<file path="src/design/pcp_pkg.sv">
// shared types and constants for the plotter command parser
// no dependencies; imported by every design file
package pcp_pkg;

    // ascii characters the parser acts on
    localparam logic [7:0] CH_LF    = 8'h0A;
    localparam logic [7:0] CH_SEMI  = 8'h3B;
    localparam logic [7:0] CH_COMMA = 8'h2C;
    localparam logic [7:0] CH_MINUS = 8'h2D;
    localparam logic [7:0] CH_PLUS  = 8'h2B;
    localparam logic [7:0] CH_0     = 8'h30;
    localparam logic [7:0] CH_9     = 8'h39;
    localparam logic [7:0] CH_I     = 8'h49;
    localparam logic [7:0] CH_N     = 8'h4E;
    localparam logic [7:0] CH_S     = 8'h53;
    localparam logic [7:0] CH_P     = 8'h50;
    localparam logic [7:0] CH_U     = 8'h55;
    localparam logic [7:0] CH_D     = 8'h44;

    // result kinds
    localparam logic KIND_PAIR = 1'b0;
    localparam logic KIND_END  = 1'b1;

    // result queue geometry
    localparam int FIFO_DEPTH = 4;
    localparam int FIFO_PTR_W = 2;
    localparam int FIFO_CNT_W = 3;

    typedef enum logic [2:0] {
        CMD_IN    = 3'd0,
        CMD_SP    = 3'd1,
        CMD_PU    = 3'd2,
        CMD_PD    = 3'd3,
        CMD_OTHER = 3'd4
    } t_command;

    // where in the current command the next byte lands
    typedef enum logic [1:0] {
        POS_OP1  = 2'd0,
        POS_OP2  = 2'd1,
        POS_ARG1 = 2'd2,
        POS_REST = 2'd3
    } t_pos;

    // everything of a result except its coordinates
    typedef struct packed {
        logic       kind;
        t_command   command;
        logic [7:0] op_first;
        logic [7:0] op_second;
        logic [3:0] pen;
        logic       last;
    } t_meta;

endpackage

</file>
<file path="src/design/pcp_parser.sv">
// parser state and the per-beat decode of one text byte into up to two results
// depends on pcp_pkg
module pcp_parser import pcp_pkg::*; #(
    parameter int COORD_BITS = 24
) (
    input  logic                  i_clk,
    input  logic                  i_rst_n,
    input  logic                  i_step,
    input  logic [7:0]            i_byte,
    output logic [1:0]            o_push,
    output t_meta                 o_meta0,
    output logic [COORD_BITS-1:0] o_x0,
    output logic [COORD_BITS-1:0] o_y0,
    output t_meta                 o_meta1
);

    localparam logic [COORD_BITS-1:0] HALF = {1'b1, {(COORD_BITS-1){1'b0}}};
    localparam logic [COORD_BITS+3:0] HALF_EXT = {4'b0000, HALF};

    t_pos                  r_pos, n_pos;
    logic [7:0]            r_first, n_first;
    logic [7:0]            r_second, n_second;
    t_command              r_cmd, n_cmd;
    logic [3:0]            r_pen, n_pen;
    logic [COORD_BITS-1:0] r_acc, n_acc;
    logic                  r_neg, n_neg;
    logic                  r_val_ok, n_val_ok;
    logic                  r_has_digit, n_has_digit;
    logic                  r_started, n_started;
    logic                  r_parity, n_parity;
    logic [COORD_BITS-1:0] r_pending_x, n_pending_x;

    logic                  moves;
    logic                  is_digit;
    logic [COORD_BITS-1:0] end_val;
    logic [COORD_BITS+3:0] acc_ext;
    logic [COORD_BITS+3:0] acc_next;
    t_meta                 pair_meta;
    t_meta                 end_meta;

    always_ff @(posedge i_clk) begin
        if (!i_rst_n) begin
            r_pos       <= POS_OP1;
            r_first     <= '0;
            r_second    <= '0;
            r_cmd       <= CMD_OTHER;
            r_pen       <= '0;
            r_acc       <= '0;
            r_neg       <= 1'b0;
            r_val_ok    <= 1'b0;
            r_has_digit <= 1'b0;
            r_started   <= 1'b0;
            r_parity    <= 1'b0;
            r_pending_x <= '0;
        end else begin
            r_pos       <= n_pos;
            r_first     <= n_first;
            r_second    <= n_second;
            r_cmd       <= n_cmd;
            r_pen       <= n_pen;
            r_acc       <= n_acc;
            r_neg       <= n_neg;
            r_val_ok    <= n_val_ok;
            r_has_digit <= n_has_digit;
            r_started   <= n_started;
            r_parity    <= n_parity;
            r_pending_x <= n_pending_x;
        end
    end

    assign moves    = (r_cmd == CMD_PU) || (r_cmd == CMD_PD);
    assign is_digit = (i_byte >= CH_0) && (i_byte <= CH_9);

    // value being read, as it stands when its delimiter arrives
    always_comb begin
        end_val = '0;
        if (r_val_ok && r_has_digit) begin
            if (r_neg) begin
                if (r_acc <= HALF) begin
                    end_val = '0 - r_acc;
                end
            end else if (r_acc < HALF) begin
                end_val = r_acc;
            end
        end
    end

    // times ten plus digit, clamped just above the range
    assign acc_ext  = {4'b0000, r_acc};
    assign acc_next = (acc_ext << 3) + (acc_ext << 1)
                    + {{COORD_BITS{1'b0}}, i_byte[3:0]};

    always_comb begin
        pair_meta           = '0;
        pair_meta.kind      = KIND_PAIR;
        pair_meta.command   = r_cmd;
        pair_meta.op_first  = r_first;
        pair_meta.op_second = r_second;
        end_meta            = pair_meta;
        end_meta.kind       = KIND_END;
        end_meta.pen        = (r_cmd == CMD_SP) ? r_pen : 4'd0;
        end_meta.last       = 1'b1;
    end

    always_comb begin
        n_pos       = r_pos;
        n_first     = r_first;
        n_second    = r_second;
        n_cmd       = r_cmd;
        n_pen       = r_pen;
        n_acc       = r_acc;
        n_neg       = r_neg;
        n_val_ok    = r_val_ok;
        n_has_digit = r_has_digit;
        n_started   = r_started;
        n_parity    = r_parity;
        n_pending_x = r_pending_x;
        o_push      = 2'd0;
        o_meta0     = '0;
        o_meta1     = '0;
        o_x0        = '0;
        o_y0        = '0;

        if (i_step && (i_byte != CH_LF)) begin
            if (i_byte == CH_SEMI) begin
                if (moves && (r_pos == POS_ARG1 || r_pos == POS_REST) && r_parity) begin
                    // closing y value completes a pair before the end record
                    o_meta0 = pair_meta;
                    o_x0    = r_pending_x;
                    o_y0    = end_val;
                    o_meta1 = end_meta;
                    o_push  = 2'd2;
                end else begin
                    o_meta0 = end_meta;
                    o_push  = 2'd1;
                end
                n_pos       = POS_OP1;
                n_first     = '0;
                n_second    = '0;
                n_cmd       = CMD_OTHER;
                n_pen       = '0;
                n_acc       = '0;
                n_neg       = 1'b0;
                n_val_ok    = 1'b0;
                n_has_digit = 1'b0;
                n_started   = 1'b0;
                n_parity    = 1'b0;
                n_pending_x = '0;
            end else begin
                case (r_pos)
                    POS_OP1: begin
                        n_first = i_byte;
                        n_pos   = POS_OP2;
                    end
                    POS_OP2: begin
                        n_second = i_byte;
                        n_pos    = POS_ARG1;
                        if (r_first == CH_I && i_byte == CH_N) begin
                            n_cmd = CMD_IN;
                        end else if (r_first == CH_S && i_byte == CH_P) begin
                            n_cmd = CMD_SP;
                        end else if (r_first == CH_P && i_byte == CH_U) begin
                            n_cmd = CMD_PU;
                        end else if (r_first == CH_P && i_byte == CH_D) begin
                            n_cmd = CMD_PD;
                        end else begin
                            n_cmd = CMD_OTHER;
                        end
                        n_acc       = '0;
                        n_neg       = 1'b0;
                        n_val_ok    = 1'b1;
                        n_has_digit = 1'b0;
                        n_started   = 1'b0;
                        n_parity    = 1'b0;
                    end
                    default: begin
                        if (r_pos == POS_ARG1) begin
                            n_pos = POS_REST;
                            if (r_cmd == CMD_SP && is_digit) begin
                                n_pen = i_byte[3:0];
                            end
                        end
                        if (moves) begin
                            if (i_byte == CH_COMMA) begin
                                n_acc       = '0;
                                n_neg       = 1'b0;
                                n_val_ok    = 1'b1;
                                n_has_digit = 1'b0;
                                n_started   = 1'b0;
                                if (!r_parity) begin
                                    n_pending_x = end_val;
                                    n_parity    = 1'b1;
                                end else begin
                                    o_meta0      = pair_meta;
                                    o_meta0.last = 1'b1;
                                    o_x0         = r_pending_x;
                                    o_y0         = end_val;
                                    o_push       = 2'd1;
                                    n_parity     = 1'b0;
                                end
                            end else begin
                                n_started = 1'b1;
                                if (i_byte == CH_MINUS || i_byte == CH_PLUS) begin
                                    if (r_started) begin
                                        n_val_ok = 1'b0;
                                    end else begin
                                        n_neg = (i_byte == CH_MINUS);
                                    end
                                end else if (is_digit) begin
                                    n_has_digit = 1'b1;
                                    if (acc_next > HALF_EXT) begin
                                        n_acc = HALF + 1'b1;
                                    end else begin
                                        n_acc = acc_next[COORD_BITS-1:0];
                                    end
                                end else begin
                                    n_val_ok = 1'b0;
                                end
                            end
                        end
                    end
                endcase
            end
        end
    end

endmodule

</file>
<file path="src/design/pcp_out_fifo.sv">
// small result queue: takes up to two entries a beat, gives one
// depends on pcp_pkg for its geometry
module pcp_out_fifo import pcp_pkg::*; #(
    parameter int WIDTH = 73
) (
    input  logic             i_clk,
    input  logic             i_rst_n,
    input  logic [1:0]       i_push,
    input  logic [WIDTH-1:0] i_data0,
    input  logic [WIDTH-1:0] i_data1,
    output logic             o_space,
    output logic             o_valid,
    input  logic             i_ready,
    output logic [WIDTH-1:0] o_data
);

    logic [WIDTH-1:0]      r_mem [FIFO_DEPTH];
    logic [FIFO_PTR_W-1:0] r_wr, n_wr;
    logic [FIFO_PTR_W-1:0] r_rd, n_rd;
    logic [FIFO_CNT_W-1:0] r_count, n_count;
    logic                  pop;

    assign o_valid = (r_count != '0);
    assign o_data  = r_mem[r_rd];
    assign pop     = o_valid && i_ready;
    // room for the worst case of two results from one beat
    assign o_space = (r_count <= FIFO_CNT_W'(FIFO_DEPTH - 2));

    always_comb begin
        n_wr    = r_wr + i_push;
        n_rd    = r_rd + {{(FIFO_PTR_W-1){1'b0}}, pop};
        n_count = r_count + {1'b0, i_push} - {{(FIFO_CNT_W-1){1'b0}}, pop};
    end

    always_ff @(posedge i_clk) begin
        if (!i_rst_n) begin
            r_wr    <= '0;
            r_rd    <= '0;
            r_count <= '0;
        end else begin
            r_wr    <= n_wr;
            r_rd    <= n_rd;
            r_count <= n_count;
        end
    end

    always_ff @(posedge i_clk) begin
        if (i_push != 2'd0) begin
            r_mem[r_wr] <= i_data0;
        end
        if (i_push == 2'd2) begin
            r_mem[r_wr + FIFO_PTR_W'(1)] <= i_data1;
        end
    end

endmodule

</file>
<file path="src/design/plotter_command_parser.sv">
// plotter command parser: each input beat passes the input register, then is parsed
// into a four-entry result queue that drives the outputs
// throughput one text byte per cycle while the queue has room for two results;
// results leave at one per cycle while i_ready is high, so a ';' that closes a pair yields two
// synchronous active-low reset clears parser state, input register and queue
// depends on pcp_pkg, pcp_parser, pcp_out_fifo
module plotter_command_parser import pcp_pkg::*; #(
    parameter int COORD_BITS = 24
) (
    input  logic                         i_clk,
    input  logic                         i_rst_n,
    input  logic                         i_valid,
    output logic                         o_ready,
    input  logic [7:0]                   i_text_byte,
    output logic                         o_valid,
    input  logic                         i_ready,
    output logic                         o_kind,
    output logic [2:0]                   o_command,
    output logic [7:0]                   o_opcode_first,
    output logic [7:0]                   o_opcode_second,
    output logic [3:0]                   o_pen_number,
    output logic signed [COORD_BITS-1:0] o_coord_x,
    output logic signed [COORD_BITS-1:0] o_coord_y,
    output logic                         o_last
);

    localparam int META_W = $bits(t_meta);
    localparam int ENTRY_W = META_W + 2 * COORD_BITS;

    logic                  r_in_valid;
    logic [7:0]            r_in_byte;
    logic                  space;
    logic                  step;
    logic [1:0]            push;
    t_meta                 meta0;
    t_meta                 meta1;
    t_meta                 meta_out;
    logic [COORD_BITS-1:0] x0;
    logic [COORD_BITS-1:0] y0;
    logic [ENTRY_W-1:0]    entry0;
    logic [ENTRY_W-1:0]    entry1;
    logic [ENTRY_W-1:0]    entry_out;

    assign step    = r_in_valid && space;
    assign o_ready = !r_in_valid || space;

    always_ff @(posedge i_clk) begin
        if (!i_rst_n) begin
            r_in_valid <= 1'b0;
        end else if (o_ready) begin
            r_in_valid <= i_valid;
        end
    end

    always_ff @(posedge i_clk) begin
        if (o_ready && i_valid) begin
            r_in_byte <= i_text_byte;
        end
    end

    pcp_parser #(
        .COORD_BITS(COORD_BITS)
    ) u_parser (
        .i_clk   (i_clk),
        .i_rst_n (i_rst_n),
        .i_step  (step),
        .i_byte  (r_in_byte),
        .o_push  (push),
        .o_meta0 (meta0),
        .o_x0    (x0),
        .o_y0    (y0),
        .o_meta1 (meta1)
    );

    // second result of a beat is always an end record, coordinates zero
    assign entry0 = {meta0, x0, y0};
    assign entry1 = {meta1, {(2 * COORD_BITS){1'b0}}};

    pcp_out_fifo #(
        .WIDTH(ENTRY_W)
    ) u_out_fifo (
        .i_clk   (i_clk),
        .i_rst_n (i_rst_n),
        .i_push  (push),
        .i_data0 (entry0),
        .i_data1 (entry1),
        .o_space (space),
        .o_valid (o_valid),
        .i_ready (i_ready),
        .o_data  (entry_out)
    );

    assign meta_out        = t_meta'(entry_out[ENTRY_W-1 -: META_W]);
    assign o_kind          = meta_out.kind;
    assign o_command       = meta_out.command;
    assign o_opcode_first  = meta_out.op_first;
    assign o_opcode_second = meta_out.op_second;
    assign o_pen_number    = meta_out.pen;
    assign o_last          = meta_out.last;
    assign o_coord_x       = entry_out[2*COORD_BITS-1 -: COORD_BITS];
    assign o_coord_y       = entry_out[COORD_BITS-1:0];

endmodule
</file>
<file path="config.mk">
export PLATFORM = sky130hd
export DESIGN_NAME = plotter_command_parser
export DESIGN_NICKNAME = d
export VERILOG_FILES = /design/src/design/pcp_pkg.sv /design/src/design/pcp_parser.sv /design/src/design/pcp_out_fifo.sv /design/src/design/plotter_command_parser.sv
export SDC_FILE = /design/constraint.sdc
export NUM_CORES = 1
export LEC_CHECK = 0
export BUFFER_PORTS_ARGS = -buffer_cell sky130_fd_sc_hd__clkbuf_2
export CORE_ASPECT_RATIO = 1.25
export CORE_MARGIN = 2
export CORE_UTILIZATION = 30
export DETAILED_ROUTE_END_ITERATION = 16
export PLACE_DENSITY_LB_ADDON = 0.1
export SLEW_MARGIN = 20
export SYNTH_ARGS = -nofsm -noshare
export SYNTH_HDL_FRONTEND = slang
export SYNTH_SLANG_ARGS = --single-unit
</file>
<file path="constraint.sdc">
create_clock -name i_clk -period 7.1 [get_ports i_clk]
set_clock_uncertainty 0.1 [all_clocks]
set_input_delay 1.42 -clock i_clk [delete_from_list [all_inputs] [get_ports i_clk]]
set_output_delay 1.42 -clock i_clk [all_outputs]
set_load 0.02 [all_outputs]
</file>
==> flow_metrics.tcl, run 1 <==
set metrics [dict create \
    synth.net_count 1883 \
    synth_top_area_share_pct 30.9 \
    yosys.cell_count.top_type "nand2_1" \
    hold_violations 0 \
    syn_area_per_cell_um2 9.92 \
    cts_setup_buffers 0 \
    hold-worst-slack_ns 0.347 \
    path_clk_slew_ns 0.06 \
    worst_path_dominant_cell_family "compound AO/OA/AOI/OAI gates" \
    rr_worst_depth 12 \
    critPathBufInv 1 \
    clkPwrFrac_pct 44.1 \
    io_pins 87 \
    crit_fanout 20 \
    cts_made_buffers 43 \
    p_sw_share_pct 25.2 \
    cp-startpoint "r_in_byte[3]$_DFFE_PP_" \
    p_seq_share_pct 46.6 \
    cts_hold_buffers 0 \
    hpwl_um 36100 \
    leakage_nw 7.30 \
    synth-compound-area-share_pct 14.7 \
    cp-start-kind "flip-flop" \
    drt_first_pass_iters 5 \
    place_area_um2 19100 \
    muxShareOfSynthArea_pct 9.36 \
    vdd.ir_drop.worst_v 0.000155 \
    htreeDepth 2 \
    synth_area_leaders "dfxtp_1 (31%), edfxtp_1 (18%), mux4_2 (9.1%), nand2_1 (7.8%), o21ai_0 (6.4%)" \
    intPower_mw 3.86 \
    synth_top_family_by_area "simple AND/OR/NAND/NOR gates" \
    fin_tns_setup_ns 0 \
    dieArea_um2 62000 \
    synth.ff_latch_count 386 \
    fin_crit_sh_pct 66.6 \
    vias 13600 \
    p_sw_mw 1.30 \
    ctsResizeCount 0 \
    cts_tree "yes" \
    rsz0062_at_grt "no" \
    start_util_pct 30.3 \
    maxSlewHeadroom_pct 30.8 \
    insertion_delay_ns 0.58 \
    first_global_vias 13800 \
    status "finished clean" \
    die_h_um 278 \
    drc 0 \
    nNetsFinal 1922 \
    min-delay-start "u_out_fifo.r_mem[3][23]$_SDFFE_PP0P_" \
    cp_slowest_cell "o41a_2" \
    cp_data_arrival_time_ns 5.07 \
    synth_xor_area_share_pct 1.31 \
    max_cap_viol_count 0 \
    powerDensity_nw_per_um2 251 \
    die_x_um 223 \
    drv_slew 0 \
    criticalPathCategory "reg -> reg" \
    drt_iter0_markers 925 \
    route.detailed.wl_per_inst_um 20.5 \
    comb_power_share_pct 9.3 \
    syn_inst 1814 \
    yosysSeqAreaShare_pct 48.9 \
    fin_ws_ns 2.37 \
    whs_endpoint "u_out_fifo.r_mem[3][23]$_SDFFE_PP0P_" \
    ys_warn_count 0 \
    setup_viol 0 \
    synthArstFlopShare_pct 0 \
    gp_congestion 0.792 \
    drive_gt1_share_pct 15.2 \
    antenna_found_initial 0 \
    synth_edf_count 108 \
    core_area_um2 59400 \
    cts_root_buf "clkbuf_16" \
    cp.required_ns 7.44 \
    rows 100 \
    grt_max_degree 69 \
    hp-class "reg -> reg" \
    viasPerCell 5.13 \
    cts.sinks 386 \
    synthesis.area_um2 18000 \
    final_cells 2651 \
    port_buffers 86 \
    r2r_end "u_parser.r_acc[0]$_SDFFE_PN0P_" \
    min_period_ns 4.73 \
    netlist-cell-type-count 81 \
    fin_area_um2 20500 \
    cts_buffer_depth 3 \
    max_freq_mhz 211 \
    cpPeakStageDelay_ns 0.77 \
    synth-simple-area-share_pct 18.4 \
    crit_path_end_kind "flip-flop" \
    yosysTopAreaCell "dfxtp_1" \
    dp_cells 2573 \
    grt_use_total_pct 17.7 \
    nFillCells 6010 \
    crit_top_cell "fa_1" \
    grt-ovfl-total 0 \
    ys.flop_type "dfxtp_1" \
    antenna_left 0 \
    wl_um 54500 \
    grt_pass1_wl_um 84500 \
    worst_slew_pin_slew_ns 1.04 \
    synthAdderAreaFrac_pct 4.09 \
    syn_to_final_growth_pct 14.2 \
    p_total_mw 5.16 \
    fin_util_pct 34.6 \
    dp_worst_setup_slack_ns 2.40 \
    crit_chain "inv_1 -> fa_1 -> fa_1 -> nand2b_1 -> a211oi_1 -> o21ai_0 -> o31ai_1 -> a21oi_1 -> o31a_1 -> xnor2_1 -> o41a_2 -> o221a_1" \
    r2r-start "r_in_byte[3]$_DFFE_PP_" \
    rrSetupSlack_ns 2.37 \
    ys_top_cells_by_count "nand2_1 (375), dfxtp_1 (278), o21ai_0 (229)" \
    diodes 0 \
    worstHoldPathCells 2 \
]
## tightest hold or removal path, cell delays in order, from the launching register on
cell	delay (ns)
dfxtp_1	0.32
nand2_1	0.04
o21ai_0	0.05
## layer usage
| layer | vias up | part of all wire, % | GRT usage [%] |
|---|---|---|---|
| met5 | - | 0 | 0 |
| met4 | 0 | 2.7 | 5.54 |
| met3 | 84 | 3.6 | 2.12 |
| met2 | 285 | 50 | 31.3 |
| met1 | 6643 | 44 | 22.4 |
| li1 | 6575 | - | - |
## power by group through the flow
stage	clock network (mW)	registers, mW	logic, mW
finish	2.28	2.41	0.479
global route	2.43	2.42	0.517
CTS	2.35	2.41	0.492
detailed placement	0	2.46	0.491
global placement	0	2.46	0.491
floorplan	0	2.34	0.427
## cells in the final DEF, fill, tap and decap left out, types with 4 or more instances in the layout
cell type and n:
o41ai_2 10, a22oi_1 14, or3_1 7, a21oi_1 45, ha_1 54, buf_4 16, a21o_1 13, clkbuf_2 86
nand4_1 10, o21ai_1 8, and3_1 9, nand2b_1 9, dfxtp_1 276, inv_1 25, xor2_1 12, nor4_1 7
and2_1 58, nor3b_1 6, mux2i_1 4, a31oi_1 10, clkbuf_16 45, nor2_1 85, o31ai_1 9, o31ai_2 10
nor2b_1 56, edfxtp_1 108, a21boi_0 20, xnor2_1 15, o21a_1 5, nand2_1 374, clkbuf_1 15, nand3_1 41
clkbuf_8 13, mux4_2 73, o21ai_0 229, nor3_1 29
## how the worst max path moves through the flow
stage / to / slack (ns) / cells after the start
after floorplan: u_parser.r_acc[0]$_SDFFE_PN0P_ / 3.14 / 13
after global placement: u_parser.r_acc[0]$_SDFFE_PN0P_ / 2.15 / 12
after detailed placement: u_parser.r_acc[0]$_SDFFE_PN0P_ / 2.40 / 12
after CTS: u_parser.r_acc[0]$_SDFFE_PN0P_ / 2.39 / 12
after global routing: u_parser.r_acc[19]$_SDFFE_PN0P_ / 2.00 / 12
final: u_parser.r_acc[0]$_SDFFE_PN0P_ / 2.37 / 12
## flip-flops by register name (all words and copies together), names as in the netlist, 2 cells and up
signal	flops
u_parser.r_second	8
u_out_fifo.r_mem	292
u_out_fifo.r_count	3
u_out_fifo.r_wr	2
u_parser.r_first	8
u_parser.r_acc	24
u_out_fifo.r_rd	2
u_parser.r_pos	2
u_parser.r_pending_x	24
u_parser.r_cmd	3
r_in_byte	8
u_parser.r_pen	4
## cell families after synthesis
| kind of cell | after synthesis |
|---|---|
| AO/OA/AOI/OAI | 416 |
| XOR/XNOR | 27 |
| adder cells (fa/ha/maj) | 57 |
| buffers and inverters | 134 |
| flip-flops | 386 |
| multiplexers | 77 |
| AND/OR/NAND/NOR | 717 |
## area by class of cell
type	instances	area [µm²]	share of cell area (%)
sequential	386	8820	42.9
clock buffer	73	1360	6.63
tap	765	957	4.66
inverter	26	97.6	0.475
multi-input combinational	1294	8670	42.2
clock inverter	5	90.1	0.438
timing repair buffer	102	551	2.68
Note: power is estimated with default switching activity, not from simulation.
==> run 2, diff against run 1 <==
clock period = 4 ns   (was 7.1 ns; I/O delays follow)
==> flow_metrics.tcl, run 2 (synthesized netlist as in run 1, its figures left out) <==
set metrics [dict create \
    htreeDepth 2 \
    fin_ws_ns 0.179 \
    core_area_um2 59400 \
    worst_slew_pin_slew_ns 0.907 \
    crit_top_cell "inv_1" \
    leakage_nw 7.72 \
    largest_reg_flops 292 \
    cp_data_arrival_time_ns 4.16 \
    worstSetupPathDepth 14 \
    vdd.ir_drop.worst_v 0.000270 \
    dieArea_um2 62000 \
    io_pins 87 \
    insertion_delay_ns 0.57 \
    drv_slew 0 \
    dp_worst_setup_slack_ns -0.0297 \
    diodes 0 \
    cts.sinks 386 \
    setup_viol 0 \
    antenna_found_initial 0 \
    fin_tns_setup_ns 0 \
    port_buffers 86 \
    hold-worst-slack_ns 0.331 \
    max_cap_viol_count 0 \
    rr_worst_depth 14 \
    grtUsageMet1_pct 22.6 \
    crit_chain "inv_1 -> fa_1 -> inv_1 -> ha_1 -> a21o_1 -> nand4_1 -> a21boi_2 -> a311o_1 -> xor2_1 -> a2111oi_4 -> nand4b_1 -> o41a_1 -> buf_12 -> o41ai_2" \
    place_area_um2 19800 \
    grt_util_met3_pct 2.02 \
    most-common-layout-cells "nand2_1 (375), dfxtp_1 (276), o21ai_0 (227)" \
    drive_gt1_share_pct 19.2 \
    cts_root_buf "clkbuf_16" \
    syn_to_final_growth_pct 17.9 \
    cts_made_buffers 43 \
    grt-ovfl-total 0 \
    crit_fanout 20 \
    worst_path_dominant_cell_family "compound AO/OA/AOI/OAI gates" \
    die_x_um 223 \
    wl_um 54900 \
    layout_commonest_cell "nand2_1" \
    grt_pass1_wl_um 85800 \
    route.detailed.wl_per_inst_um 20.1 \
    nFillCells 5977 \
    rsz0062_at_grt "no" \
    fin_crit_sh_pct 95.5 \
    crit_path_end_kind "flip-flop" \
    powerDensity_nw_per_um2 423 \
    hold_violations 0 \
    cp-start-kind "flip-flop" \
    cp_slowest_cell "fa_1" \
    busiest_layer "met2" \
    drt_iter0_markers 800 \
    critPathBufInv 3 \
    largest-register "u_out_fifo.r_mem" \
    maxSlewHeadroom_pct 38.9 \
    min_period_ns 3.82 \
    die_h_um 278 \
    antenna_left 0 \
    fin_util_pct 35.7 \
    worstHoldPathCells 1 \
    first_global_vias 14200 \
    reg_top3 "u_out_fifo.r_mem x292, u_parser.r_acc x24, u_parser.r_pending_x x24" \
    hpwl_um 37900 \
    vias 13900 \
    path_clk_slew_ns 0.06 \
    gp_congestion 0.827 \
    drc 0 \
    status "finished clean" \
    max_freq_mhz 262 \
    viasPerCell 5.08 \
    cts_buffer_depth 3 \
    cpPeakStageDelay_ns 0.61 \
    met2_usage_pct 32.3 \
    start_util_pct 30.3 \
    nNetsFinal 2011 \
    cts_tree "yes" \
    criticalPathCategory "reg -> reg" \
    rows 100 \
    fin_area_um2 21200 \
    hp-class "in -> reg" \
    grt_use_total_pct 17.8 \
    drt_first_pass_iters 4 \
    grt_max_degree 49 \
    cp.required_ns 4.34 \
]
## run 2: cell types whose count changed in the layout (fill, tap and decap cells not counted), moves of 6 or more
cell	previous run	this run
buf_4	16	98
buf_12	0	7
clkinv_2	1	8
clkbuf_8	13	7
## run 2: metrics by stage
step | instances | total power, mW
after floorplan | 1814 | 4.92
after global placement | 2661 | 5.26
after detailed placement | 2661 | 5.27
after CTS | 2737 | 9.12
after global routing | 2738 | 9.33
final | 2738 | 8.97
## run 2: metal layers
layer  routed length, µm  share of wire (%)
met2               28200                 51
met4                 879                1.6
met3                1610                2.9
met5                   0                  0
met1               24300                 44
## run 2: final cells by class
cell class	instances	area, µm²	area share, %
flip-flops and latches	386	8820	41.5
multi-input cells	1294	8720	41.1
repair buffers	191	1310	6.15
clock buffers	63	1220	5.75
inverters	26	97.6	0.460
well taps	765	957	4.51
clock inverters	13	109	0.513
## run 2: final timing paths
| check | from | slack (ns) | endpoint |
|---|---|---|---|
| max | u_parser.r_acc[2]$_SDFFE_PN0P_ | 0.18 | u_parser.r_acc[11]$_SDFFE_PN0P_ |
| min | i_text_byte[7] | 0.33 | r_in_byte[7]$_DFFE_PP_ |
| max reg2reg | u_parser.r_acc[2]$_SDFFE_PN0P_ | 0.18 | u_parser.r_acc[11]$_SDFFE_PN0P_ |
| min reg2reg | u_out_fifo.r_mem[1][8]$_SDFFE_PP0P_ | 0.35 | u_out_fifo.r_mem[1][8]$_SDFFE_PP0P_ |
## run 2: power by group
group          switching [mW]  leakage (nW)  internal, mW
combinational           0.511          3.84         0.449
clock                    1.63         0.661          2.19
sequential              0.149          3.22          4.05
## run 2: what timing repair did
| action | in CTS | in global routing |
|---|---|---|
| endpoints found under the setup margin | 20 | 22 |
| pin swaps | 1 | 5 |
| resized for setup | 2 | 11 |
| hold buffers | 0 | 0 |
| setup buffers | 0 | 1 |
## run 2: worst reg2reg max path, cell delays in order (launching register included)
cell and delay (ns):
dfxtp_1 0.33, inv_1 0.08, fa_1 0.61, inv_1 0.06, ha_1 0.28, a21o_1 0.19, nand4_1 0.15, a21boi_2 0.11
a311o_1 0.38, xor2_1 0.18, a2111oi_4 0.33, nand4b_1 0.14, o41a_1 0.38, buf_12 0.19, o41ai_2 0.22
==> run 3, diff against run 2 <==
ABC_AREA = 1   (was default)
CORE_UTILIZATION = 56   (was 30)
==> flow_metrics.tcl, run 3 <==
set metrics [dict create \
    status "finished clean" \
    hold_violations 0 \
    die_x_um 169 \
    syn_to_final_growth_pct 10.2 \
    place_area_um2 19500 \
    insertion_delay_ns 0.55 \
    grt_use_total_pct 29.8 \
    synth-simple-area-share_pct 23.8 \
    antenna_left 0 \
    drive_gt1_share_pct 11.9 \
    cts.sinks 386 \
    max_freq_mhz 284 \
    leakage_nw 8.68 \
    final_cells 2893 \
    setup_viol 0 \
    rrSetupSlack_ns 0.48 \
    drt_iter0_markers 1499 \
    cts_root_buf "clkbuf_16" \
    synth_area_leaders "dfxtp_1 (29%), edfxtp_1 (17%), nand2_1 (10%), nor2_1 (6.8%), o21ai_0 (5.6%)" \
    synth-compound-area-share_pct 17.2 \
    gp_congestion 1.02 \
    yosysTopAreaCell "dfxtp_1" \
    synth_top_family_by_area "simple AND/OR/NAND/NOR gates" \
    ys_top_cells_by_count "nand2_1 (516), nor2_1 (342), dfxtp_1 (278)" \
    drv_slew 0 \
    synth_edf_count 108 \
    drt_first_pass_iters 8 \
    min_period_ns 3.52 \
    crit_path_end_kind "flip-flop" \
    rows 75 \
    syn_area_per_cell_um2 7.87 \
    hp-class "in -> reg" \
    criticalPathCategory "reg -> reg" \
    path_clk_slew_ns 0.06 \
    diodes 0 \
    antenna_found_initial 0 \
    ctsResizeCount 0 \
    largest_reg_flops 292 \
    hpwl_um 34600 \
    synthArstFlopShare_pct 0 \
    fin_tns_setup_ns 0 \
    drc 0 \
    layout_commonest_cell "nand2_1" \
    yosys.cell_count.top_type "nand2_1" \
    max_cap_viol_count 0 \
    synth.ff_latch_count 386 \
    wl_um 52700 \
    synthesis.area_um2 18900 \
    grt-ovfl-total 0 \
    largest-register "u_out_fifo.r_mem" \
    fin_area_um2 20900 \
    start_util_pct 56.7 \
    htreeDepth 2 \
    cts_made_buffers 39 \
    core_area_um2 33400 \
    dp_cells 2823 \
    route.detailed.wl_per_inst_um 18.2 \
    cts_buffer_depth 3 \
    grt_pass1_wl_um 84700 \
    synthAdderAreaFrac_pct 3.88 \
    worst_slew_pin_slew_ns 0.990 \
    first_global_vias 15700 \
    hold-worst-slack_ns 0.334 \
    grt_max_degree 91 \
    cp.required_ns 4.37 \
    die_h_um 210 \
    cts_setup_buffers 0 \
    rsz0062_at_grt "no" \
    dieArea_um2 35300 \
    synth_xor_area_share_pct 0.832 \
    vdd.ir_drop.worst_v 0.000311 \
    cts_tree "yes" \
    nFillCells 2997 \
    fin_crit_sh_pct 88.1 \
    cp-start-kind "flip-flop" \
    port_buffers 86 \
    syn_inst 2408 \
    powerDensity_nw_per_um2 499 \
    fin_util_pct 62.5 \
    netlist-cell-type-count 60 \
    cts_hold_buffers 0 \
    synth_top_area_share_pct 29.4 \
    yosysSeqAreaShare_pct 46.5 \
    vias 16800 \
    reg_top3 "u_out_fifo.r_mem x292, u_parser.r_acc x24, u_parser.r_pending_x x24" \
    viasPerCell 5.80 \
    maxSlewHeadroom_pct 34.0 \
    ys_warn_count 0 \
    ys.flop_type "dfxtp_1" \
    io_pins 87 \
    most-common-layout-cells "nand2_1 (516), nor2_1 (342), dfxtp_1 (276)" \
    synth.net_count 2477 \
    nNetsFinal 2510 \
    cp_data_arrival_time_ns 3.89 \
    muxShareOfSynthArea_pct 0 \
    crit_fanout 23 \
]
## run 3: worst max-delay path: stages, from the launching register on
cell,delay [ns]
edfxtp_1,0.41
inv_4,0.08
fa_1,0.61
inv_1,0.06
ha_1,0.30
nand3_1,0.08
nand3_1,0.19
nand2_1,0.12
nand2_1,0.10
nand2_1,0.14
nand2_1,0.09
nand2_1,0.10
nand3b_1,0.08
nand2_1,0.07
nand2_1,0.05
nor2_1,0.15
nand2_1,0.10
nand2_1,0.07
buf_4,0.25
nand3_1,0.13
a21oi_1,0.15
## run 3: final cells by class
type	instances	area [µm²]	share of cell area, %
repair buffers	113	721	3.45
flip-flops and latches	386	8810	42.2
well taps	423	529	2.54
inverters	204	806	3.86
clock buffers	53	1160	5.55
clock inverters	17	181	0.869
multi-input cells	1697	8660	41.5
## run 3: stage by stage
stage	total power, mW	setup slack, ns
floorplan	5.87	0.999
global placement	6.65	0.537
detailed placement	6.68	0.543
CTS	10.4	0.507
global route	10.8	0.152
finish	10.4	0.478
## run 3: report_power, final
part           internal, mW  switching [mW]
Sequential             4.05           0.123
Clock                  2.23            1.56
Combinational         0.736            1.71
## run 3: final timing paths
kind,endpoint,startpoint,depth (start not counted)
setup reg to reg,u_parser.r_acc[5]$_SDFFE_PN0P_,r_in_byte[3]$_DFFE_PP_,20
hold reg to reg,u_out_fifo.r_mem[1][8]$_SDFFE_PP0P_,u_out_fifo.r_mem[1][8]$_SDFFE_PP0P_,2
setup / recovery,u_parser.r_acc[5]$_SDFFE_PN0P_,r_in_byte[3]$_DFFE_PP_,20
hold / removal,r_in_byte[5]$_DFFE_PP_,i_text_byte[5],1
## run 3: kinds of logic after synthesis
kind of cell,after synthesis
xor+xnor,18
buf+inv,325
simple gates,1054
fa+ha+maj,57
flops,386
compound gates,568
## run 3: metal layers
layer	global-route usage [%]	part of all wire (%)
met4	8.17	2.4
met2	48.8	47
met3	3.85	6.3
met5	0	0
met1	41.8	44
